$ cat src/design/mlfq_pkg.sv
// Shared codes and constants for the three-level feedback queue scheduler.
package mlfq_pkg;

	localparam int unsigned NUM_LEVELS = 3;
	localparam logic [1:0] LVL_TOP = 2'd0;
	localparam logic [1:0] LVL_BOTTOM = 2'd2;

	localparam logic [1:0] OP_ADMIT = 2'd0;
	localparam logic [1:0] OP_REPORT = 2'd1;
	localparam logic [1:0] OP_TICK = 2'd2;

	localparam logic [2:0] EV_NONE = 3'd0;
	localparam logic [2:0] EV_DISPATCHED = 3'd1;
	localparam logic [2:0] EV_COMPLETED = 3'd2;
	localparam logic [2:0] EV_REQUEUED = 3'd3;
	localparam logic [2:0] EV_IO = 3'd4;
	localparam logic [2:0] EV_REJECTED = 3'd5;

	localparam logic [1:0] REG_QUANTUM = 2'd0;
	localparam logic [1:0] REG_ALLOT = 2'd1;
	localparam logic [1:0] REG_BOOST = 2'd2;
	localparam logic [1:0] REG_CPUS = 2'd3;

	localparam logic [9:0] QUANTUM_RST = 10'd50;
	localparam logic [15:0] ALLOT_RST = 16'd200;
	localparam logic [23:0] BOOST_RST = 24'd1000;
	localparam logic [3:0] CPUS_RST = 4'd4;

	typedef struct packed {
		logic [19:0] remaining;
		logic [15:0] allot;
	} task_entry_t;

endpackage

$ cat src/design/mlfq_ram.sv
// Single-port-write, registered-read RAM for the task table and queue links.
module mlfq_ram #(
	parameter int DEPTH = 64,
	parameter int WIDTH = 36
) (
	input  logic                     clk,
	input  logic                     we,
	input  logic [$clog2(DEPTH)-1:0] waddr,
	input  logic [WIDTH-1:0]         wdata,
	input  logic [$clog2(DEPTH)-1:0] raddr,
	output logic [WIDTH-1:0]         rdata
);

	logic [WIDTH-1:0] mem [DEPTH];

	always_ff @(posedge clk) begin
		if (we) begin
			mem[waddr] <= wdata;
		end
		rdata <= mem[raddr];
	end

endmodule

$ cat src/design/mlfq_task_scheduler.sv
// Top level of the three-level feedback queue task scheduler.
//
//  channel  | direction | handshake           | content
//  ---------+-----------+---------------------+-----------------------------------------
//  s_axis   | in        | tvalid/tready       | tuser: op; tdata: task, length, cpu, io
//  m_axis   | out       | tvalid/tready       | tuser: event; tdata: task, cpu, level, boost
//  cfg      | in        | cfg_valid/cfg_ready | cfg_index, cfg_data
//
// Admit and rejected words are answered straight from idle, quantum reports read the task
// table then write it back, and ticks may boost and dispatch: a boost splices levels 1 and 2
// in a state each, and a dispatch reads the head's link before popping it.
// One word is in flight at a time; the next is taken once the result register is
// free or draining. Reset empties all levels, frees all CPUs and loads register defaults.
module mlfq_task_scheduler #(
	parameter int MAX_TASKS = 64,
	parameter int MAX_CPUS = 8
) (
	input  logic        clk,
	input  logic        arst_n,
	input  logic        s_axis_tvalid,
	output logic        s_axis_tready,
	input  logic [1:0]  s_axis_tuser,  // op
	input  logic [39:0] s_axis_tdata,  // task_id, exec_len, cpu_index, did_io, io_time
	output logic        m_axis_tvalid,
	input  logic        m_axis_tready,
	output logic [2:0]  m_axis_tuser,  // event_res
	output logic [15:0] m_axis_tdata,  // out_task, out_cpu, out_level, boosted, zero pad
	input  logic        cfg_valid,
	output logic        cfg_ready,
	input  logic [1:0]  cfg_index,
	input  logic [23:0] cfg_data
);

	localparam int TIW = $clog2(MAX_TASKS);
	localparam int CIW = (MAX_CPUS > 1) ? $clog2(MAX_CPUS) : 1;
	localparam int CW = $clog2(MAX_TASKS + 1);
	localparam int EW = $bits(mlfq_pkg::task_entry_t);

	localparam logic [2:0] S_IDLE = 3'd0;
	localparam logic [2:0] S_RPT = 3'd1;
	localparam logic [2:0] S_B1 = 3'd2;
	localparam logic [2:0] S_B2 = 3'd3;
	localparam logic [2:0] S_DISP = 3'd4;
	localparam logic [2:0] S_POP = 3'd5;

	logic [2:0] state_q;

	logic [9:0] quant_q;
	logic [15:0] allot_lim_q;
	logic [23:0] period_q;
	logic [3:0] cpus_q;
	logic [23:0] timer_q;

	logic [TIW-1:0] head_q [3];
	logic [TIW-1:0] tail_q [3];
	logic [CW-1:0] cnt_q [3];
	logic [MAX_TASKS-1:0] live_q;
	logic [MAX_CPUS-1:0] busy_q;
	logic [TIW-1:0] ctask_q [MAX_CPUS];
	logic [1:0] clvl_q [MAX_CPUS];

	logic [TIW-1:0] task_q;
	logic [CIW-1:0] cpu_q;
	logic [2:0] cpu_raw_q;
	logic dio_q;
	logic [9:0] iot_q;
	logic bst_q;
	logic [1:0] plv_q;

	logic ov_q;
	logic [2:0] oev_q;
	logic [5:0] otask_q;
	logic [2:0] ocpu_q;
	logic [1:0] olvl_q;
	logic obst_q;

	// input fields
	logic [1:0] in_op;
	logic [5:0] in_tid;
	logic [19:0] in_len;
	logic [2:0] in_ci;
	logic in_dio;
	logic [9:0] in_iot;
	assign in_op = s_axis_tuser;
	assign in_tid = s_axis_tdata[5:0];
	assign in_len = s_axis_tdata[25:6];
	assign in_ci = s_axis_tdata[28:26];
	assign in_dio = s_axis_tdata[29];
	assign in_iot = s_axis_tdata[39:30];

	logic accept;
	assign s_axis_tready = (state_q == S_IDLE) && (!ov_q || m_axis_tready);
	assign accept = s_axis_tvalid && s_axis_tready;
	assign cfg_ready = 1'b1;

	assign m_axis_tvalid = ov_q;
	assign m_axis_tuser = oev_q;
	assign m_axis_tdata = {4'd0, obst_q, olvl_q, ocpu_q, otask_q};

	// memories
	logic t_we;
	logic [TIW-1:0] t_waddr, t_raddr;
	mlfq_pkg::task_entry_t t_wdata, t_rdata;
	logic l_we;
	logic [TIW-1:0] l_waddr, l_raddr, l_wdata, l_rdata;

	mlfq_ram #(.DEPTH(MAX_TASKS), .WIDTH(EW)) u_task_ram (
		.clk(clk), .we(t_we), .waddr(t_waddr), .wdata(t_wdata),
		.raddr(t_raddr), .rdata(t_rdata)
	);

	mlfq_ram #(.DEPTH(MAX_TASKS), .WIDTH(TIW)) u_link_ram (
		.clk(clk), .we(l_we), .waddr(l_waddr), .wdata(l_wdata),
		.raddr(l_raddr), .rdata(l_rdata)
	);

	// decode of the accepted word
	logic tid_ok, ci_ok;
	logic [TIW-1:0] tid_idx;
	logic [CIW-1:0] ci_idx;
	assign tid_idx = TIW'(in_tid);
	assign ci_idx = CIW'(in_ci);
	assign tid_ok = (int'(in_tid) < MAX_TASKS) && !live_q[tid_idx];
	assign ci_ok = (int'(in_ci) < MAX_CPUS) && busy_q[ci_idx];

	// report evaluation
	logic [19:0] q20;
	logic [16:0] io_sum, q_sum;
	logic [15:0] io_allot, q_allot;
	logic fin, demote;
	logic [1:0] cur_lv, new_lv;
	assign q20 = 20'(quant_q);
	assign io_sum = {1'b0, t_rdata.allot} + 17'(iot_q);
	assign q_sum = {1'b0, t_rdata.allot} + 17'(quant_q);
	assign io_allot = io_sum[16] ? 16'hFFFF : io_sum[15:0];
	assign q_allot = q_sum[16] ? 16'hFFFF : q_sum[15:0];
	assign fin = t_rdata.remaining <= q20;
	assign demote = q_allot >= allot_lim_q;
	assign cur_lv = clvl_q[cpu_q];
	assign new_lv = (demote && cur_lv != mlfq_pkg::LVL_BOTTOM) ? cur_lv + 2'd1 : cur_lv;

	// dispatch search
	logic c_found, lv_found;
	logic [CIW-1:0] c_sel;
	logic [1:0] lv_sel;
	always_comb begin
		c_found = 1'b0;
		c_sel = '0;
		for (int c = 0; c < MAX_CPUS; c++) begin
			if (!c_found && !busy_q[c] && c < int'(cpus_q)) begin
				c_found = 1'b1;
				c_sel = CIW'(c);
			end
		end
		lv_found = 1'b0;
		lv_sel = mlfq_pkg::LVL_TOP;
		for (int l = 0; l < 3; l++) begin
			if (!lv_found && cnt_q[l] != '0) begin
				lv_found = 1'b1;
				lv_sel = 2'(l);
			end
		end
	end

	// queue append: admit into level 0, requeue into new level
	logic push_en;
	logic [1:0] push_lv;
	logic [TIW-1:0] push_t;
	logic admit_ok, rpt_requeue;
	logic [1:0] blv;
	assign admit_ok = accept && in_op == mlfq_pkg::OP_ADMIT && tid_ok;
	assign rpt_requeue = state_q == S_RPT && !dio_q && !fin;
	assign push_en = admit_ok || rpt_requeue;
	assign push_lv = admit_ok ? mlfq_pkg::LVL_TOP : new_lv;
	assign push_t = admit_ok ? tid_idx : task_q;
	assign blv = (state_q == S_B1) ? 2'd1 : 2'd2;

	always_comb begin
		t_we = 1'b0;
		t_waddr = task_q;
		t_wdata = t_rdata;
		t_raddr = ctask_q[ci_idx];
		l_we = 1'b0;
		l_waddr = tail_q[push_lv];
		l_wdata = push_t;
		l_raddr = head_q[lv_sel];
		if (admit_ok) begin
			t_we = 1'b1;
			t_waddr = tid_idx;
			t_wdata.remaining = in_len;
			t_wdata.allot = '0;
		end else if (state_q == S_RPT) begin
			t_we = 1'b1;
			if (dio_q) begin
				t_wdata.allot = io_allot;
			end else if (fin) begin
				t_wdata.remaining = '0;
			end else begin
				t_wdata.remaining = t_rdata.remaining - q20;
				t_wdata.allot = demote ? 16'd0 : q_allot;
			end
		end
		if (push_en) begin
			l_we = cnt_q[push_lv] != '0;
		end else if (state_q == S_B1 || state_q == S_B2) begin
			l_we = cnt_q[blv] != '0 && cnt_q[0] != '0;
			l_waddr = tail_q[0];
			l_wdata = head_q[blv];
		end
	end

	always_ff @(posedge clk or negedge arst_n) begin
		if (!arst_n) begin
			state_q <= S_IDLE;
			quant_q <= mlfq_pkg::QUANTUM_RST;
			allot_lim_q <= mlfq_pkg::ALLOT_RST;
			period_q <= mlfq_pkg::BOOST_RST;
			cpus_q <= mlfq_pkg::CPUS_RST;
			timer_q <= '0;
			for (int l = 0; l < 3; l++) begin
				head_q[l] <= '0;
				tail_q[l] <= '0;
				cnt_q[l] <= '0;
			end
			live_q <= '0;
			busy_q <= '0;
			ov_q <= 1'b0;
		end else begin
			if (cfg_valid) begin
				unique case (cfg_index)
					mlfq_pkg::REG_QUANTUM: quant_q <= cfg_data[9:0];
					mlfq_pkg::REG_ALLOT: allot_lim_q <= cfg_data[15:0];
					mlfq_pkg::REG_BOOST: period_q <= cfg_data;
					mlfq_pkg::REG_CPUS: cpus_q <= cfg_data[3:0];
					default: ;
				endcase
			end
			if (ov_q && m_axis_tready) begin
				ov_q <= 1'b0;
			end
			if (push_en) begin
				if (cnt_q[push_lv] == '0) begin
					head_q[push_lv] <= push_t;
				end
				tail_q[push_lv] <= push_t;
				cnt_q[push_lv] <= cnt_q[push_lv] + CW'(1);
			end
			unique case (state_q)
				S_IDLE: begin
					if (accept) begin
						cpu_raw_q <= in_ci;
						cpu_q <= ci_idx;
						task_q <= ctask_q[ci_idx];
						dio_q <= in_dio;
						iot_q <= in_iot;
						bst_q <= 1'b0;
						ov_q <= 1'b1;
						oev_q <= mlfq_pkg::EV_NONE;
						otask_q <= '0;
						ocpu_q <= '0;
						olvl_q <= '0;
						obst_q <= 1'b0;
						case (in_op)
							mlfq_pkg::OP_ADMIT: begin
								otask_q <= in_tid;
								if (tid_ok) begin
									live_q[tid_idx] <= 1'b1;
								end else begin
									oev_q <= mlfq_pkg::EV_REJECTED;
								end
							end
							mlfq_pkg::OP_REPORT: begin
								ocpu_q <= in_ci;
								if (ci_ok) begin
									ov_q <= 1'b0;
									state_q <= S_RPT;
								end else begin
									oev_q <= mlfq_pkg::EV_REJECTED;
								end
							end
							mlfq_pkg::OP_TICK: begin
								ov_q <= 1'b0;
								if (timer_q + 24'd1 >= period_q) begin
									timer_q <= '0;
									bst_q <= 1'b1;
									state_q <= S_B1;
								end else begin
									timer_q <= timer_q + 24'd1;
									state_q <= S_DISP;
								end
							end
							default: oev_q <= mlfq_pkg::EV_REJECTED;
						endcase
					end
				end
				S_RPT: begin
					ov_q <= 1'b1;
					otask_q <= 6'(task_q);
					ocpu_q <= cpu_raw_q;
					olvl_q <= cur_lv;
					if (dio_q) begin
						oev_q <= mlfq_pkg::EV_IO;
					end else if (fin) begin
						oev_q <= mlfq_pkg::EV_COMPLETED;
						busy_q[cpu_q] <= 1'b0;
						live_q[task_q] <= 1'b0;
					end else begin
						oev_q <= mlfq_pkg::EV_REQUEUED;
						busy_q[cpu_q] <= 1'b0;
						olvl_q <= new_lv;
					end
					state_q <= S_IDLE;
				end
				S_B1, S_B2: begin
					// splice the whole level onto the tail of level 0
					if (cnt_q[blv] != '0) begin
						if (cnt_q[0] == '0) begin
							head_q[0] <= head_q[blv];
						end
						tail_q[0] <= tail_q[blv];
						cnt_q[0] <= cnt_q[0] + cnt_q[blv];
						cnt_q[blv] <= '0;
					end
					state_q <= (state_q == S_B1) ? S_B2 : S_DISP;
				end
				S_DISP: begin
					if (c_found && lv_found) begin
						cpu_q <= c_sel;
						plv_q <= lv_sel;
						state_q <= S_POP;
					end else begin
						ov_q <= 1'b1;
						oev_q <= mlfq_pkg::EV_NONE;
						otask_q <= '0;
						ocpu_q <= '0;
						olvl_q <= '0;
						obst_q <= bst_q;
						state_q <= S_IDLE;
					end
				end
				S_POP: begin
					head_q[plv_q] <= l_rdata;
					cnt_q[plv_q] <= cnt_q[plv_q] - CW'(1);
					busy_q[cpu_q] <= 1'b1;
					ctask_q[cpu_q] <= head_q[plv_q];
					clvl_q[cpu_q] <= plv_q;
					ov_q <= 1'b1;
					oev_q <= mlfq_pkg::EV_DISPATCHED;
					otask_q <= 6'(head_q[plv_q]);
					ocpu_q <= 3'(cpu_q);
					olvl_q <= plv_q;
					obst_q <= bst_q;
					state_q <= S_IDLE;
				end
				default: state_q <= S_IDLE;
			endcase
		end
	end

endmodule

$ cat config.mk
export PLATFORM = sky130hd
export DESIGN_NAME = mlfq_task_scheduler
export DESIGN_NICKNAME = d
export VERILOG_FILES = /design/src/design/mlfq_pkg.sv /design/src/design/mlfq_ram.sv /design/src/design/mlfq_task_scheduler.sv
export SDC_FILE = /design/constraint.sdc
export NUM_CORES = 2
export LEC_CHECK = 0
export ABC_AREA = 0
export BUFFER_PORTS_ARGS = -buffer_cell sky130_fd_sc_hd__buf_2
export CELL_PAD_IN_SITES_DETAIL_PLACEMENT = 2
export CELL_PAD_IN_SITES_GLOBAL_PLACEMENT = 2
export CORE_UTILIZATION = 45
export DETAILED_ROUTE_END_ITERATION = 10
export PLACE_DENSITY = 0.76
export SLEW_MARGIN = 20
export SYNTH_ARGS = -nofsm -noshare
export SYNTH_HDL_FRONTEND = slang
export SYNTH_SLANG_ARGS = --single-unit
export TNS_END_PERCENT = 5
$ cat constraint.sdc
create_clock -name clk -period 28.1 [get_ports clk]
set_input_delay 4.215 -clock clk [delete_from_list [all_inputs] [get_ports clk]]
set_output_delay 4.215 -clock clk [all_outputs]
set_load 0.05 [all_outputs]
==> key figures <==
Hold path
  • Hold WC Path Type: flip-flop to flip-flop
  • Worst Hold Depth: 1
  • Worst hold path startpoint: period_q[11]
  • WHS Endpoint: period_q[11]

Status
  • Status: complete, but fails checks
  • Violated checks: DRC

CTS
  • Clock Path Buffers: 4
  • CTS Buf Count: approximately 330
  • Clock transition at path regs: 0.07 ns
  • CTS root buf: clkbuf_16
  • Hold Buf Count CTS: 0
  • CTS resizes: 0
  • CTS tree: yes
  • Clk sinks: slightly above 3000
  • H-tree Lvls: 5
  • Clk_lat worst skew: a little under 1 ns
  • Postcts setup bufs: 0

Timing
  • F_max: roughly 100 MHz
  • WHS: between 0.5 and 0.6 ns
  • Max Transition Viols Final: 0
  • Final setup TNS: 0 ns
  • Final setup vio count: 0
  • RSZ-0062 raised after global routing: false
  • Worst-margin pin slew: around 1.3 ns
  • Clock skew: 0.0675 ns
  • Min Clock Period, post-route: just over 10 ns
  • Slew margin rel.: between 10 and 15%
  • Final setup margin: roughly 18 ns
  • Final period util: a little over a third
  • Fin. Hold Viols: 0

Worst setup path
  • R2R Path End: u_link_ram.mem[18][2]
  • Critical path, cell by cell: buf_2 > mux4_2 > mux2i_4 > buf_4 > buf_4 > buf_4 > buf_4 > buf_4 > buf_4 > nand2_1 > and3_1 > a311oi_1 > a311oi_1 > a311oi_1 > nor3_1 > a21oi_1
  • WS Path Type: primary input to flip-flop
  • WP data required: 28.96 ns
  • R2r worst-path depth: 23
  • Worst r2r src: u_task_ram.rdata[0]
  • Crit path DAT: approximately 11 ns
  • Slowest CP cell: buf_4
  • Largest delay share family, worst path: buffers and inverters
  • Crit path max fanout: between 60 and 70
  • Most common cell on crit path: buf_4
  • CP Capture Type: flip-flop
  • Worst Setup Start Kind: primary input
  • Largest stage delay, worst path: ~0.8 ns
  • Crit path buffers/inverters: 7
  • R2R setup slack: ~18 ns

Finish
  • Layout cells sized above 1: between 10% and 20%
  • Non-Filler Instances: 13800
  • Final instance area: 143000 um^2
  • Synthesis-to-finish area growth: 12.7%
  • Final net count: roughly 10000
  • Post-route core utilization: between 50% and 60%

Synth
  • Post-synth EDFFs: ~2800
  • Sequential area share after synthesis: between 70 and 80%
  • Most frequent cell after synthesis: edfxtp_1
  • Post-synth ARST share: under 10%
  • Warnings from Yosys: 0
  • Top_reg_cell synth: edfxtp_1
  • Area leader, netlist: edfxtp_1
  • Distinct cells, synth: 97
  • Area share of the largest cell type after synthesis: between 60% and 70%
  • Leading cell types by count after synthesis: edfxtp_1 (2793), nand2_1 (2562), nand3_1 (1196), clkbuf_1 (555), a311oi_1 (397)
  • Ranking of synthesized cells by area: edfxtp_1 (66%), nand2_1 (7.6%), nand3_1 (4.7%)
  • #FFs+latches synth: just over 3000
  • Post-synthesis cell count: ~10000
  • Synth Cell Area: between 100000 and 150000 um^2
  • Syn Area/Cell: approximately 13 um^2

Global route
  • Largest net degree at the start of global routing: 160
  • Vias in the first global route: 98500
  • Initial antenna violation count: 22
  • Gr ovfl total: 0
  • Gr usage total: 34.7%
  • Global-route wire length before repair: slightly above 700 mm

Placed design
  • Port Buf Inserts: 89
  • Placed Area: 132000 um^2
  • Hpwl dp: ~270 mm
  • Placed insts: 13200
  • Setup WS pre-CTS: 17.26 ns
  • Gp weighted congestion: around 0.83

Power
  • P per Cell Area: 91.5 nW/um^2
  • Final Total Pwr: 13.0 mW
  • Part of the power in registers: between 40% and 50%
  • Max VDD drop: ~0.086 mV
  • Leak pwr: about 50 nW
  • Cell internal pwr: 8.79 mW
  • Switching share of power: roughly a third
  • Clock power frac: 33.6%
  • Logic pwr share: a little over a fifth
  • Sw power: 4.25 mW

Routing
  • Via Count: 91000
  • DRC: 60
  • DR iter-0 viols: a little under 10000
  • WL final: approximately 500 mm
  • DR WL/cell: 36.2 um
  • Drt first pass iters: 9
  • DRT antenna net count: 0
  • Drt via density: around 6.6

Floorplanning
  • DIE WIDTH: around 530 um
  • Row Count: 194
  • # IOs: between 90 and 100
  • Die Span Y: ~530 um
  • Initial Utilization: a little under half
  • Core area: ~280000 um^2
  • Die area: about 280000 um^2

Flow run
  • Max-cap check violation count: 0
==> cells in the final DEF, fill, tap and decap left out, drive strengths merged, types with 14 or more instances in the layout <==
| cell | n |
|---|---|
| a311oi | 397 |
| a31oi | 55 |
| a21oi | 277 |
| mux2i | 179 |
| mux2 | 58 |
| o22ai | 14 |
| buf | 315 |
| and3 | 165 |
| dfxtp | 45 |
| and2 | 17 |
| clkinv | 134 |
| o31ai | 16 |
| a221oi | 21 |
| a22oi | 21 |
| bufinv | 23 |
| nor2 | 255 |
| xor2 | 21 |
| o221ai | 14 |
| diode | 18 |
| nand2b | 31 |
| edfxtp | 2793 |
| o211ai | 20 |
| o21ai | 173 |
| inv | 116 |
| xnor2 | 39 |
| mux4 | 120 |
| a21o | 22 |
| nor3 | 72 |
| dfrtp | 198 |
| clkbuf | 427 |
| ha | 80 |
| nand3 | 1198 |
| nand2 | 2563 |
==> layer usage <==
metal,track usage (%),vias to the layer above,wire [um]
met5,0,-,83
li1,-,36400,-
met2,58.7,4726,247000
met4,13.9,14,21000
met3,6.14,1208,39000
met1,44.4,48600,194000
==> worst max-delay path by stage <==
stage	start	to	slack (ns)	cells after the start
3_3_place_gp	s_axis_tdata[26]	u_task_ram.rdata[25]	17.34	17
3_5_place_dp	s_axis_tdata[26]	u_task_ram.rdata[25]	17.26	17
6_report	s_axis_tdata[26]	u_task_ram.rdata[33]	17.91	16
5_1_grt	s_axis_tdata[26]	u_task_ram.rdata[18]	17.72	16
2_1_floorplan	s_axis_tdata[2]	u_task_ram.mem[0][14]	15.27	13
4_1_cts	s_axis_tdata[26]	u_task_ram.rdata[33]	18.12	16
==> registers in the layout (all words and copies together), names as in the netlist, 10 cells and up, named ones only <==
name	flops
head_q	18
u_task_ram.rdata	36
iot_q	10
period_q	24
u_task_ram.mem	2304
cnt_q	21
ctask_q	48
quant_q	10
u_link_ram.mem	384
clvl_q	16
allot_lim_q	16
timer_q	24
live_q	64
==> worst register-to-register path: stages, from the launching register on <==
cell	delay (ns)
dfxtp_1	0.50
ha_1	0.35
fa_1	0.42
a21o_1	0.20
a21oi_1	0.28
o21bai_1	0.14
a21oi_1	0.27
o21bai_1	0.13
a21oi_1	0.29
o21ai_0	0.27
and3_1	0.31
or2_2	0.35
ha_1	0.30
a21o_1	0.18
a221oi_1	0.29
o21ai_1	0.19
a221oi_2	0.96
a211o_1	0.36
o21a_1	0.62
a22oi_1	0.29
a31oi_2	0.51
a21oi_1	0.32
nand3b_1	0.89
nor2_1	0.91
==> logic make-up after synthesis <==
kind of cell	after synthesis	synth area share, %
AND/OR/NAND/NOR	4383	14.9
other	2	0.00593
AO/OA/AOI/OAI	1124	6.24
XOR/XNOR	60	0.415
flip-flops	3049	71.2
multiplexers	357	4.08
buffers and inverters	743	2.30
adder cells (fa/ha/maj)	84	0.854
==> power by group through the flow <==
| stage | logic (mW) | registers (mW) | clock network, mW |
|---|---|---|---|
| 2_1_floorplan | 1.54 | 5.85 | 0 |
| 3_3_place_gp | 2.52 | 5.86 | 0 |
| 3_5_place_dp | 2.73 | 5.88 | 0 |
| 4_1_cts | 2.81 | 5.79 | 4.43 |
| 5_1_grt | 2.97 | 5.81 | 4.55 |
| 6_report | 2.85 | 5.81 | 4.39 |
==> layout make-up <==
cell class | instances | area [um^2]
fill | 26300 | 137000
sequential | 3049 | 90100
multi-input combinational | 6013 | 34700
clock buffer | 427 | 8870
tap | 3724 | 4660
timing repair buffer | 315 | 2310
clock inverter | 167 | 1470
inverter | 110 | 437
antenna | 18 | 45.0
Note: power is estimated with default switching activity, not from simulation.
